## config.mk

```make
export PLATFORM = sky130hd
export DESIGN_NAME = h4_uart_receive_deframer_top_flat
export DESIGN_NICKNAME = d
export VERILOG_FILES = /design/src/hdl/h4d_pkg.sv /design/src/hdl/h4d_if.sv /design/src/hdl/h4_uart_receive_deframer_top.sv /design/src/flat_wrapper.sv
export SDC_FILE = /design/constraint.sdc
export NUM_CORES = 1
export LEC_CHECK = 0
export BUFFER_PORTS_ARGS = -buffer_cell sky130_fd_sc_hd__buf_2
export CAP_MARGIN = 20
export CORE_ASPECT_RATIO = 1.1
export CORE_MARGIN = 4
export CORE_UTILIZATION = 48
export DETAILED_ROUTE_END_ITERATION = 16
export GPL_TIMING_DRIVEN = 1
export PLACE_DENSITY = 0.68
export REMOVE_ABC_BUFFERS = 1
export SLEW_MARGIN = 25
export SYNTH_ARGS = -nofsm -noshare
export SYNTH_HDL_FRONTEND = slang
export SYNTH_SLANG_ARGS = --single-unit
```

## constraint.sdc

```tcl
create_clock -name clk -period 3.2 [get_ports clk]
set_clock_uncertainty 0.05 [all_clocks]
set_input_delay 0 -clock clk [delete_from_list [all_inputs] [get_ports clk]]
set_output_delay 0 -clock clk [all_outputs]
set_load 0.02 [all_outputs]
```

## src/hdl/h4d_pkg.sv

```systemverilog
`timescale 1ns / 1ps

package h4d_pkg;

  // header geometry of the two packet kinds
  localparam int unsigned ACL_HEADER_BYTES   = 4;
  localparam int unsigned EVENT_HEADER_BYTES = 2;
  localparam int unsigned ACL_LEN_LOW_POS    = 3;

  typedef logic [7:0]  byte_t;
  typedef logic [15:0] len_t;
  typedef logic [2:0]  status_t;
  typedef logic [1:0]  reg_index_t;
  typedef logic [2:0]  hdr_count_t;

  // result status codes
  localparam status_t ST_TYPE     = 3'd0;
  localparam status_t ST_HEADER   = 3'd1;
  localparam status_t ST_PAYLOAD  = 3'd2;
  localparam status_t ST_BAD_TYPE = 3'd3;
  localparam status_t ST_OVERSIZE = 3'd4;

  // configuration register indexes
  localparam reg_index_t REG_ACL_TYPE  = 2'd0;
  localparam reg_index_t REG_EVT_TYPE  = 2'd1;
  localparam reg_index_t REG_MAX_LEN   = 2'd2;

  // register reset values
  localparam byte_t ACL_TYPE_RESET = 8'd2;
  localparam byte_t EVT_TYPE_RESET = 8'd4;
  localparam len_t  MAX_LEN_RESET  = 16'd1024;

endpackage

```

## src/hdl/h4d_if.sv

```systemverilog
`timescale 1ns / 1ps

// received UART byte stream
interface h4d_rx_if;
  logic           valid;
  logic           ready;
  h4d_pkg::byte_t rx_byte;

  modport source (output valid, output rx_byte, input ready);
  modport sink   (input valid, input rx_byte, output ready);
endinterface

// framed result stream
interface h4d_res_if;
  logic             valid;
  logic             ready;
  h4d_pkg::byte_t   data_byte;
  h4d_pkg::status_t status;
  logic             is_acl;
  logic             last;

  modport source (output valid, output data_byte, output status, output is_acl,
                  output last, input ready);
  modport sink   (input valid, input data_byte, input status, input is_acl,
                  input last, output ready);
endinterface

// configuration register writes
interface h4d_cfg_if;
  logic                 valid;
  logic                 ready;
  h4d_pkg::reg_index_t  index;
  h4d_pkg::len_t        data;

  modport source (output valid, output index, output data, input ready);
  modport sink   (input valid, input index, input data, output ready);
endinterface

```

## src/hdl/h4_uart_receive_deframer_top.sv

```systemverilog
`timescale 1ns / 1ps

// Channel | Dir | Payload                            | Request accepted
// rx      | in  | rx_byte[7:0]                       | rx.valid & rx.ready
// res     | out | data_byte, status[2:0], is_acl, last | res.valid & res.ready
// cfg     | in  | index[1:0], data[15:0]             | cfg.valid & cfg.ready
//
// One byte per clock while the sink keeps up: each accepted byte gives one result in the next cycle.
// That result is held in the single result register after the framing logic.
// rx.ready is high whenever the result register is empty or being drained,
// so a stalled sink holds one result and backs up the byte stream.
// rst (synchronous) returns framing to waiting for a type byte and loads
// register defaults: ACL type 2, event type 4, max payload 1024.
// cfg is always ready; writes to index 3 are ignored.

module h4_uart_receive_deframer_top (
  input  logic        clk,
  input  logic        rst,
  h4d_rx_if.sink      rx,
  h4d_res_if.source   res,
  h4d_cfg_if.sink     cfg
);
  import h4d_pkg::*;

  // framing phase codes
  localparam logic [1:0] PH_TYPE    = 2'd0;
  localparam logic [1:0] PH_HEADER  = 2'd1;
  localparam logic [1:0] PH_PAYLOAD = 2'd2;
  localparam logic [1:0] PH_UNUSED  = 2'd3;

  // configuration registers
  byte_t acl_type_code;
  byte_t event_type_code;
  len_t  max_payload_len;

  // framing state
  logic [1:0] phase, phase_next;
  hdr_count_t header_count, header_count_next;
  len_t       remaining, remaining_next;
  logic       packet_is_acl, packet_is_acl_next;
  byte_t      length_low, length_low_next;

  // result computed for the byte at the input
  status_t status_next;
  logic    is_acl_next;
  logic    last_next;

  logic       rx_take;
  hdr_count_t hc_inc;
  hdr_count_t hdr_total;
  len_t       pkt_len;
  len_t       rem_dec;

  // result register frees when empty or when the sink takes it
  assign rx.ready = ~res.valid | res.ready;
  assign rx_take  = rx.valid & rx.ready;
  assign cfg.ready = 1'b1;

  always_ff @(posedge clk) begin
    if (rst) begin
      acl_type_code   <= ACL_TYPE_RESET;
      event_type_code <= EVT_TYPE_RESET;
      max_payload_len <= MAX_LEN_RESET;
    end else if (cfg.valid) begin
      unique case (cfg.index)
        REG_ACL_TYPE: acl_type_code   <= cfg.data[7:0];
        REG_EVT_TYPE: event_type_code <= cfg.data[7:0];
        REG_MAX_LEN:  max_payload_len <= cfg.data;
        default: ;
      endcase
    end
  end

  assign hc_inc    = header_count + 3'd1;
  assign hdr_total = packet_is_acl ? hdr_count_t'(ACL_HEADER_BYTES)
                                   : hdr_count_t'(EVENT_HEADER_BYTES);
  assign pkt_len   = packet_is_acl ? {rx.rx_byte, length_low} : {8'd0, rx.rx_byte};
  assign rem_dec   = remaining - 16'd1;

  always_comb begin
    phase_next         = phase;
    header_count_next  = header_count;
    remaining_next     = remaining;
    packet_is_acl_next = packet_is_acl;
    length_low_next    = length_low;
    status_next        = ST_BAD_TYPE;
    is_acl_next        = packet_is_acl;
    last_next          = 1'b0;

    unique case (phase)
      PH_HEADER: begin
        header_count_next = hc_inc;
        if (packet_is_acl && hc_inc == hdr_count_t'(ACL_LEN_LOW_POS)) begin
          length_low_next = rx.rx_byte;
        end
        status_next = ST_HEADER;
        if (hc_inc >= hdr_total) begin
          // last header byte: length is complete
          header_count_next = '0;
          if (pkt_len > max_payload_len) begin
            phase_next     = PH_TYPE;
            remaining_next = '0;
            status_next    = ST_OVERSIZE;
          end else if (pkt_len == '0) begin
            phase_next     = PH_TYPE;
            remaining_next = '0;
            last_next      = 1'b1;
          end else begin
            phase_next     = PH_PAYLOAD;
            remaining_next = pkt_len;
          end
        end
      end
      PH_PAYLOAD: begin
        remaining_next = rem_dec;
        status_next    = ST_PAYLOAD;
        if (rem_dec == '0) begin
          phase_next = PH_TYPE;
          last_next  = 1'b1;
        end
      end
      default: begin
        // waiting for a type byte; ACL code wins when both match
        phase_next        = PH_TYPE;
        header_count_next = '0;
        remaining_next    = '0;
        is_acl_next       = 1'b0;
        if (rx.rx_byte == acl_type_code) begin
          packet_is_acl_next = 1'b1;
          is_acl_next        = 1'b1;
          phase_next         = PH_HEADER;
          status_next        = ST_TYPE;
        end else if (rx.rx_byte == event_type_code) begin
          packet_is_acl_next = 1'b0;
          phase_next         = PH_HEADER;
          status_next        = ST_TYPE;
        end
      end
    endcase
  end

  always_ff @(posedge clk) begin
    if (rst) begin
      phase         <= PH_TYPE;
      header_count  <= '0;
      remaining     <= '0;
      packet_is_acl <= 1'b0;
      length_low    <= '0;
      res.valid     <= 1'b0;
    end else begin
      if (rx_take) begin
        phase         <= phase_next;
        header_count  <= header_count_next;
        remaining     <= remaining_next;
        packet_is_acl <= packet_is_acl_next;
        length_low    <= length_low_next;
        res.valid     <= 1'b1;
      end else if (res.ready) begin
        res.valid <= 1'b0;
      end
    end
  end

  // result payload
  always_ff @(posedge clk) begin
    if (rx_take) begin
      res.data_byte <= rx.rx_byte;
      res.status    <= status_next;
      res.is_acl    <= is_acl_next;
      res.last      <= last_next;
    end
  end

`ifndef SYNTHESIS
  a_phase_used: assert property (@(posedge clk) disable iff (rst)
    phase != PH_UNUSED)
    else $error("framing phase took the unused code");

  a_payload_nonzero: assert property (@(posedge clk) disable iff (rst)
    phase == PH_PAYLOAD |-> remaining != '0)
    else $error("payload phase with nothing remaining");

  a_hdr_bound: assert property (@(posedge clk) disable iff (rst)
    header_count < hdr_count_t'(ACL_HEADER_BYTES))
    else $error("header count ran past the ACL header");

  a_last_ends: assert property (@(posedge clk) disable iff (rst)
    rx_take && last_next |=> phase == PH_TYPE && res.valid && res.last)
    else $error("packet end did not return to type wait");

  a_bad_type_stays: assert property (@(posedge clk) disable iff (rst)
    rx_take && status_next == ST_BAD_TYPE |=> phase == PH_TYPE)
    else $error("dropped type byte left the type wait");
`endif

endmodule
```

## src/flat_wrapper.sv

```systemverilog
// flat-port wrapper written by rule: the top's interface ports become plain ports
module h4_uart_receive_deframer_top_flat import h4d_pkg::*;
  (clk, rst, rx_valid, rx_rx_byte, rx_ready, res_valid, res_data_byte, res_status, res_is_acl, res_last, res_ready, cfg_valid, cfg_index, cfg_data, cfg_ready);
  h4d_rx_if rx_i ();
  h4d_res_if res_i ();
  h4d_cfg_if cfg_i ();
  input  logic clk;
  input  logic rst;
  input wire logic [$bits(rx_i.valid)-1:0] rx_valid;
  input wire logic [$bits(rx_i.rx_byte)-1:0] rx_rx_byte;
  output wire logic [$bits(rx_i.ready)-1:0] rx_ready;
  output wire logic [$bits(res_i.valid)-1:0] res_valid;
  output wire logic [$bits(res_i.data_byte)-1:0] res_data_byte;
  output wire logic [$bits(res_i.status)-1:0] res_status;
  output wire logic [$bits(res_i.is_acl)-1:0] res_is_acl;
  output wire logic [$bits(res_i.last)-1:0] res_last;
  input wire logic [$bits(res_i.ready)-1:0] res_ready;
  input wire logic [$bits(cfg_i.valid)-1:0] cfg_valid;
  input wire logic [$bits(cfg_i.index)-1:0] cfg_index;
  input wire logic [$bits(cfg_i.data)-1:0] cfg_data;
  output wire logic [$bits(cfg_i.ready)-1:0] cfg_ready;
  assign rx_i.valid = rx_valid;
  assign rx_i.rx_byte = rx_rx_byte;
  assign rx_ready = rx_i.ready;
  assign res_valid = res_i.valid;
  assign res_data_byte = res_i.data_byte;
  assign res_status = res_i.status;
  assign res_is_acl = res_i.is_acl;
  assign res_last = res_i.last;
  assign res_i.ready = res_ready;
  assign cfg_i.valid = cfg_valid;
  assign cfg_i.index = cfg_index;
  assign cfg_i.data = cfg_data;
  assign cfg_ready = cfg_i.ready;
  h4_uart_receive_deframer_top u_core (.clk(clk), .rst(rst), .rx(rx_i), .res(res_i), .cfg(cfg_i));
endmodule
```

After elaboration in Yosys (flattened, before gate mapping)
Cells that the tools add are included.
Word-level totals
  input port bits: 31
  output and inout port bits: 16
  logic and storage cells: 77
  bits in registers: 76
Operators by class
  add/sub/neg operators: 2
  bitwise gates (word level): 5
  mux-type cells: 31
  equality and inequality tests: 9
  order comparisons: 2
  reduce and logical (&&, ||, !) cells: 15
Operator list (count)
  2-to-1 mux 16 bit: 4
  logical NOT 16 bit: 2
  one-hot mux 16 bit (2 select lines): 1
  == test 8 bit: 2
  > comparator 16 bit: 1
  subtractor 16 x 1 -> 16 bit, second input constant: 1
  2-to-1 mux 3 bit: 5
  2-to-1 mux 2 bit: 6
  one-hot mux 3 bit (2 select lines): 2
  2-to-1 mux 1 bit: 11
  AND reduction 2 bit: 5
  AND reduction 3 bit: 3
  == test 2 x 1 -> 1 bit, second input constant: 2
  == test 2 bit, second input constant: 2
  != test 2 x 1 -> 1 bit, second input constant: 2
  one-hot mux 2 bit (2 select lines): 1
  nonzero test 2 bit: 2
  adder 3 x 1 -> 3 bit, second input constant: 1
  == test 3 x 2 -> 1 bit, second input constant: 1
  greater-or-equal comparator 3 bit: 1
  NOT 1 bit: 3
  logical NOT 2 bit: 1
  one-hot mux 1 bit (2 select lines): 1
  OR reduction 2 bit: 1
  other kinds (3): 3

Depth between registers and ports, before layout
Gate-level depths: netlist (run 1).
  depth in word-level cells: 6
  depth in mapped cells: 11
  depth with buffers taken out: 9

Least setup slack after synthesis (run 1)
Ideal clock, no wire load.
  kind: reg-to-reg
  from: reg u_core.packet_is_acl
  to: reg u_core.res.status[0] (data pin)
  library setup time: 259 ps
  data arrival time: 2548 ps
  buffers on the path: 1
  period minus slack after synthesis: 2857 ps
  required time: 2891 ps
  stages on the path, launching flop included: 8
  slack: 343 ps
  path through: dfxtp_1 > buf_2 > mux2_2 > ha_1 > nand4_1 > a2111oi_0 > o31ai_4 > o31a_1
On the way
  cells in the longest elaborated chain, start to end: 5
Ends and longest elaborated chain
  from (decl): RTL line h4_uart_receive_deframer_top.sv:40  | logic packet_is_acl, packet_is_acl_next;
  from (signal assigned): RTL line h4_uart_receive_deframer_top.sv:155  | packet_is_acl <= packet_is_acl_next;
  2-to-1 mux 16 bit: RTL line h4_uart_receive_deframer_top.sv:77  | assign pkt_len = packet_is_acl ? {rx.rx_byte, length_low} : {8'd0, rx.rx_byte};
  > comparator 16 bit: RTL line h4_uart_receive_deframer_top.sv:100  | if (pkt_len > max_payload_len) begin
  2-to-1 mux 3 bit: RTL line h4_uart_receive_deframer_top.sv:100
  2-to-1 mux 3 bit *: RTL line h4_uart_receive_deframer_top.sv:97  | if (hc_inc >= hdr_total) begin
  one-hot mux 3 bit (2 select lines) *: RTL line h4_uart_receive_deframer_top.sv:90  | unique case (phase)
  via u_core.status_next[0]: RTL line h4_uart_receive_deframer_top.sv:44  | status_t status_next;
  to (signal assigned): RTL line h4_uart_receive_deframer_top.sv:168  | res.status <= status_next;
  to (decl): RTL line h4d_if.sv:22  | modport source (output valid, output data_byte, output status, output is_acl,
Mark *: on every way through the listed nets, which the timed path passes. The rest lies on a longest branch.
A chain may end at the register's enable or synchronous reset.

Worst setup path after layout (run 1)
  from: reg u_core.packet_is_acl
  to: reg u_core.res.status[2] (data pin)
The elaborated chain is that of the path after synthesis.

==> reports/qor.csv, run 1 <==
metric,value,unit
synth_top_area_frac,0.291,
slew_headroom,0.363,
fp.dieH,108,µm
hold_start,cfg_index[1],
wl_per_cell,16.3,µm
drt_iter0_markers,175,
synth_enable_flop_cells,13,
dieArea,10600,µm²
cts_tree,built,
required,3.31,ns
numCtsBuffers,9,
grt_usage,0.218,
antenna_found_initial,0,
max_stage_delay,0.58,ns
worst_pin_slew,0.955,ns
nNetsFinal,618,
grt_pass1_wl,18600,µm
power.leakage,2.01,nW
arrival,3.04,ns
start_kind,register,
r2r_slack,0.27,ns
fillers,819,
cts.clk_slew.worst_paths,0.08,ns
via_count,3832,
core,8830,µm²
synth_warnings,0,
ioPinCount,47,
avgViaCountPerCell,5.62,
diodes,0,
syn_avg_cell_area,8.73,µm²
die_x,98.6,µm
ys_types,63,
synthCells,496,
layout_commonest_cell,dfxtp_1,
htree_levels,3,
clock.fmax,341,MHz
globalRoute.totalOverflow,0,
cts_root_buffer,clkbuf_8,
synth.largest_area_cell,dfxtp_1,
path_class,register to register,
r2r_start,u_core.packet_is_acl,
fin_util,0.578,
drc,0,
seqCellArea,1650,µm²
synth-seq-cells,76,
rsz0062_at_grt,no,
fin_crit,2.93,ns
final-hold-violation-count,0,
ant_nets,0,
worstHoldPathType,primary input to register,
critical_path.endpoint,u_core.res.status[2],
drive_gt1_frac,0.157,
area_growth_syn_to_layout,17.7,%
min_path_cells,5,
gp_congestion,0.925,
vdd_drop_max,214,µV
finalPower,1.89,mW
slowest_stage,dfxtp_2,
cts_buffer_depth,2,
tns,0,ns
syn_area,4330,µm²
place_hpwl,8110,µm
status,"finished, final reports clean",
ys.flop_type,dfxtp_1,
rows,36,
end_kind,register,
startpoint,u_core.packet_is_acl,
cts_setup_buffers,0,
synth_area_leaders,"dfxtp_1 29%, edfxtp_1 9.0%, ha_1 6.9%",
routed_wirelength,11100,µm
multi_input_area,2460,µm²
insertion_delay,0.35,ns
crit_chain,mux2_2 -> ha_1 -> nor2b_1 -> o211ai_1 -> a2111oi_0 -> buf_4 -> nor2_1 -> a21oi_1 -> nor4b_1,
ys_async_sr_fraction,0,
reg2reg_to,u_core.res.status[2],
p_per_area,371,nW/µm²
portBuffers,45,
drtPass1Iterations,4,
ys_seq_area_frac,0.381,
max_cap_violations,0,
finalCritPeriodShare,0.917,
setup_viol,0,
clock_sinks,76,
ff2ff_path_depth,9,
initial_utilization,0.491,
grt_pass1_vias,3844,
final_cell_mix,"62 x dfxtp_1, 49 x nor2_1, 45 x buf_2",
drv_slew,0,
grt_max_degree,53,
worstPathMaxFanout,21,
-- cells in the mapped netlist, types with 2 or more instances --
master     count
a2111oi_0      2
a211o_1        4
a211oi_1       4
a21oi_1       43
a22oi_1        5
a31oi_1        8
a32oi_1        2
and2_1         8
buf_2          3
buf_6          2
clkbuf_1      17
dfxtp_1       63
edfxtp_1      13
ha_1          24
inv_1         27
mux2_2         7
mux2i_1       23
nand2_1       44
nand2b_1       5
nand3_1       21
nand3b_1       8
nand4_1        9
nand4b_1       2
nor2_1        49
nor2b_1        4
nor3_1         7
nor3b_1        3
nor4_1         6
o211ai_1       2
o21a_1         3
o21ai_0       19
o31ai_1        4
or3_1          2
or4_1          6
or4_4          2
xnor2_1       18
-- per-stage QoR --
stage,instances,worst slack (ns),cell area [µm²],hold WS [ns]
floorplan,472,0.0811,4220,0.0191
global placement,640,0.227,4650,0.158
detailed placement,640,0.0861,4650,0.160
CTS,682,0.0475,5100,0.139
global route,682,0.0541,5100,0.164
finish,682,0.265,5100,0.160
-- report_power, final --
part | switching, mW | total [mW] | internal, mW
combinational | 0.123 | 0.216 | 0.0934
clock | 0.363 | 0.671 | 0.308
sequential | 0.0101 | 1.00 | 0.995
-- routing by layer --
layer | share of wire | GRT usage
met4 | 0.030 | 0.0946
met2 | 0.49 | 0.383
met3 | 0.044 | 0.0447
met1 | 0.44 | 0.257
met5 | 0 | 0
-- state kept, by name (all words and copies together), names as in the netlist, 2 cells and up --
signal                  count
u_core.header_count         3
u_core.max_payload_len     16
u_core.res.status           3
u_core.acl_type_code        8
u_core.res.data_byte        8
u_core.length_low           8
u_core.event_type_code      8
u_core.remaining           16
u_core.phase                2
-- logic make-up (layout without fill, tap and decap cells) --
family,Yosys count,after routing,synth area share
AOI/OAI and AO/OA,108,108,0.159
adders and majority gates,24,24,0.0693
buffers and inverters,51,123,0.0494
other,1,1,0.000866
DFF,76,76,0.381
and+or+nand+nor,186,186,0.227
muxes,31,31,0.0748
xor gates and xnor gates,19,19,0.0384
-- critical path, delay by kind of cell, from the launching register on --
kind / cells / cell delay [ns]
compound gates: 3 / 0.71
buf+inv: 1 / 0.20
mux: 1 / 0.43
simple gates: 3 / 0.46
flops: 1 / 0.58
fa+ha+maj: 1 / 0.30
-- area by class of cell --
type,instances,area share
Sequential cell,76,0.324
Clock buffer,10,0.0270
Tap cell,114,0.0280
Clock inverter,6,0.00908
Timing Repair Buffer,80,0.108
Inverter,27,0.0199
Multi-Input combinational cell,369,0.483
-- timing repair --
action                                  in CTS  in global routing
endpoints found under the setup margin       0                 18
endpoints found under the hold margin       46                  0
resized for setup                            0                  1
hold buffers                                26                  0
-- how the worst min path moves through the flow --
stage / endpoint
3_5_place_dp: u_core.max_payload_len[10]
5_1_grt: u_core.acl_type_code[0]
2_1_floorplan: u_core.header_count[2]
3_3_place_gp: u_core.max_payload_len[10]
4_1_cts: u_core.acl_type_code[0]
6_report: u_core.acl_type_code[0]
Note: power is estimated with default switching activity, not from simulation.
==> inputs of run 2 (changes only) <==
--- a/config.mk
+++ b/config.mk
@@ -9,10 +9,10 @@
 export CAP_MARGIN = 20
 export CORE_ASPECT_RATIO = 1.1
 export CORE_MARGIN = 4
-export CORE_UTILIZATION = 48
+export CORE_UTILIZATION = 58
 export DETAILED_ROUTE_END_ITERATION = 16
 export GPL_TIMING_DRIVEN = 1
-export PLACE_DENSITY = 0.68
+export PLACE_DENSITY = 0.8
 export REMOVE_ABC_BUFFERS = 1
 export SLEW_MARGIN = 25
 export SYNTH_ARGS = -nofsm -noshare
==> constraint.sdc (replaced) <==
create_clock -name clk -period 3.2 [get_ports clk]
set_clock_uncertainty 0.05 [all_clocks]
set_input_delay 0 -clock clk [delete_from_list [all_inputs] [get_ports clk]]
set_output_delay 0 -clock clk [all_outputs]
set_load 0.05 [all_outputs]
==> run 2 against run 1 <==
  * Fmax fell by 4.1%
  * Clock power rose by 21%
  * Total power rose by 8.9%
  * Non-clock buffer count fell by 1
  * Sequential share of layout area barely moved
==> reports/qor.csv, run 2 (synthesis gave the netlist of run 1 again) <==
metric,value,unit
grt_pass1_vias,3774,
clock.fmax,327,MHz
htree_levels,3,
diodes,0,
ioPinCount,47,
layout_commonest_cell,dfxtp_1,
worstHoldPathType,primary input to register,
start_kind,register,
final_area,5090,µm²
critPathTopFamily,compound AO/OA/AOI/OAI gates,
place_hpwl,7890,µm
fp.dieH,98.6,µm
placed_cell_area,4610,µm²
worstPathMaxFanout,21,
slowest_stage,dfxtp_2,
cts.clk_slew.worst_paths,0.09,ns
grt_pass1_wl,18300,µm
clock_sinks,76,
numCtsBuffers,9,
die_x,90.4,µm
required,3.26,ns
insertion_delay,0.36,ns
antenna_found_initial,0,
final-hold-violation-count,0,
slew_headroom,0.370,
wl_per_cell,17.1,µm
worst_pin_slew,0.940,ns
max_cap_violations,0,
vdd_drop_max,505,µV
core,7130,µm²
routed_wirelength,11100,µm
cts_tree,built,
setup_viol,0,
cts_buffer_depth,2,
drv_slew,0,
arrival,3.12,ns
crit_buf_inv,1,
dp_slack,0.0826,ns
fin_crit,3.06,ns
drc,0,
rsz0062_at_grt,no,
gp_congestion,0.894,
top_regs,"u_core.max_payload_len: 16 flops, u_core.remaining: 16 flops",
max_stage_delay,0.56,ns
dieArea,8910,µm²
nNetsFinal,617,
avgViaCountPerCell,6.00,
ant_nets,0,
p_per_area,405,nW/µm²
path_class,register to register,
grt_usage,0.255,
grt_max_degree,41,
drt_iter0_markers,247,
crit_chain,mux2_2 -> ha_1 -> nor2b_1 -> o211ai_1 -> a2111oi_0 -> buf_4 -> nor2_1 -> a21oi_1 -> nor4b_1,
drive_gt1_frac,0.153,
via_count,3909,
end_kind,register,
area_growth_syn_to_layout,17.6,%
cts_root_buffer,clkbuf_8,
tns,0,ns
power.leakage,2.02,nW
fin_ws,0.140,ns
portBuffers,45,
globalRoute.totalOverflow,0,
finalCritPeriodShare,0.956,
rows,32,
drtPass1Iterations,5,
final_cell_mix,"62 x dfxtp_1, 49 x nor2_1, 45 x buf_2",
initial_utilization,0.608,
status,"finished, final reports clean",
[run 2: changes by cell type in the layout (fill, tap and decap cells not counted)]
cell / before / now
clkinv_1: 0 / 1
clkinv_2: 1 / 0
bufinv_16: 0 / 2
buf_4: 9 / 8
clkinvlp_4: 2 / 1
clkbuf_8: 10 / 9
[run 2: power breakdown]
part	switching, mW	internal (mW)
sequential	0.0105	0.995
combinational	0.149	0.0936
clock	0.370	0.443
total	0.529	1.53
[run 2: what timing repair did]
action	CTS	global route
resized for setup	0	1
hold buffers	26	0
hold endpoints to repair	45	0
buffers inserted	0	0
endpoints found under the setup margin	0	20
[run 2: final timing paths]
check,from,end,slack [ns],cells after the start
max,u_core.packet_is_acl,u_core.res.status[2],0.14,9
min,rst,u_core.remaining[4],0.05,2
max reg2reg,u_core.packet_is_acl,u_core.res.status[2],0.14,9
min reg2reg,u_core.max_payload_len[5],u_core.max_payload_len[5],0.41,2
[run 2: final cells by class]
type,count,area [µm²]
clock inverter,7,97.6
multi-input combinational,369,2460
timing repair buffer,79,546
tap,85,106
clock buffer,9,124
sequential,76,1650
inverter,27,101
fill,573,2030
[run 2: through the flow]
| step | utilization | power, mW | cells | hold WS [ns] |
|---|---|---|---|---|
| detailed placement | 0.647 | 1.24 | 610 | 0.166 |
| floorplan | - | 1.15 | 472 | 0.0191 |
| CTS | 0.714 | 2.06 | 652 | 0.0273 |
| global placement | 0.647 | 1.23 | 610 | 0.155 |
| finish | 0.715 | 2.06 | 652 | 0.0467 |
| global route | 0.715 | 2.14 | 652 | 0.0461 |
[run 2: per-layer routing]
metal  vias up  share of wire  GRT usage
met5         -              0          0
li1       1907              -          -
met4         0          0.023     0.0919
met3        23          0.050     0.0618
met1      1848           0.42      0.307
met2       131           0.51      0.444
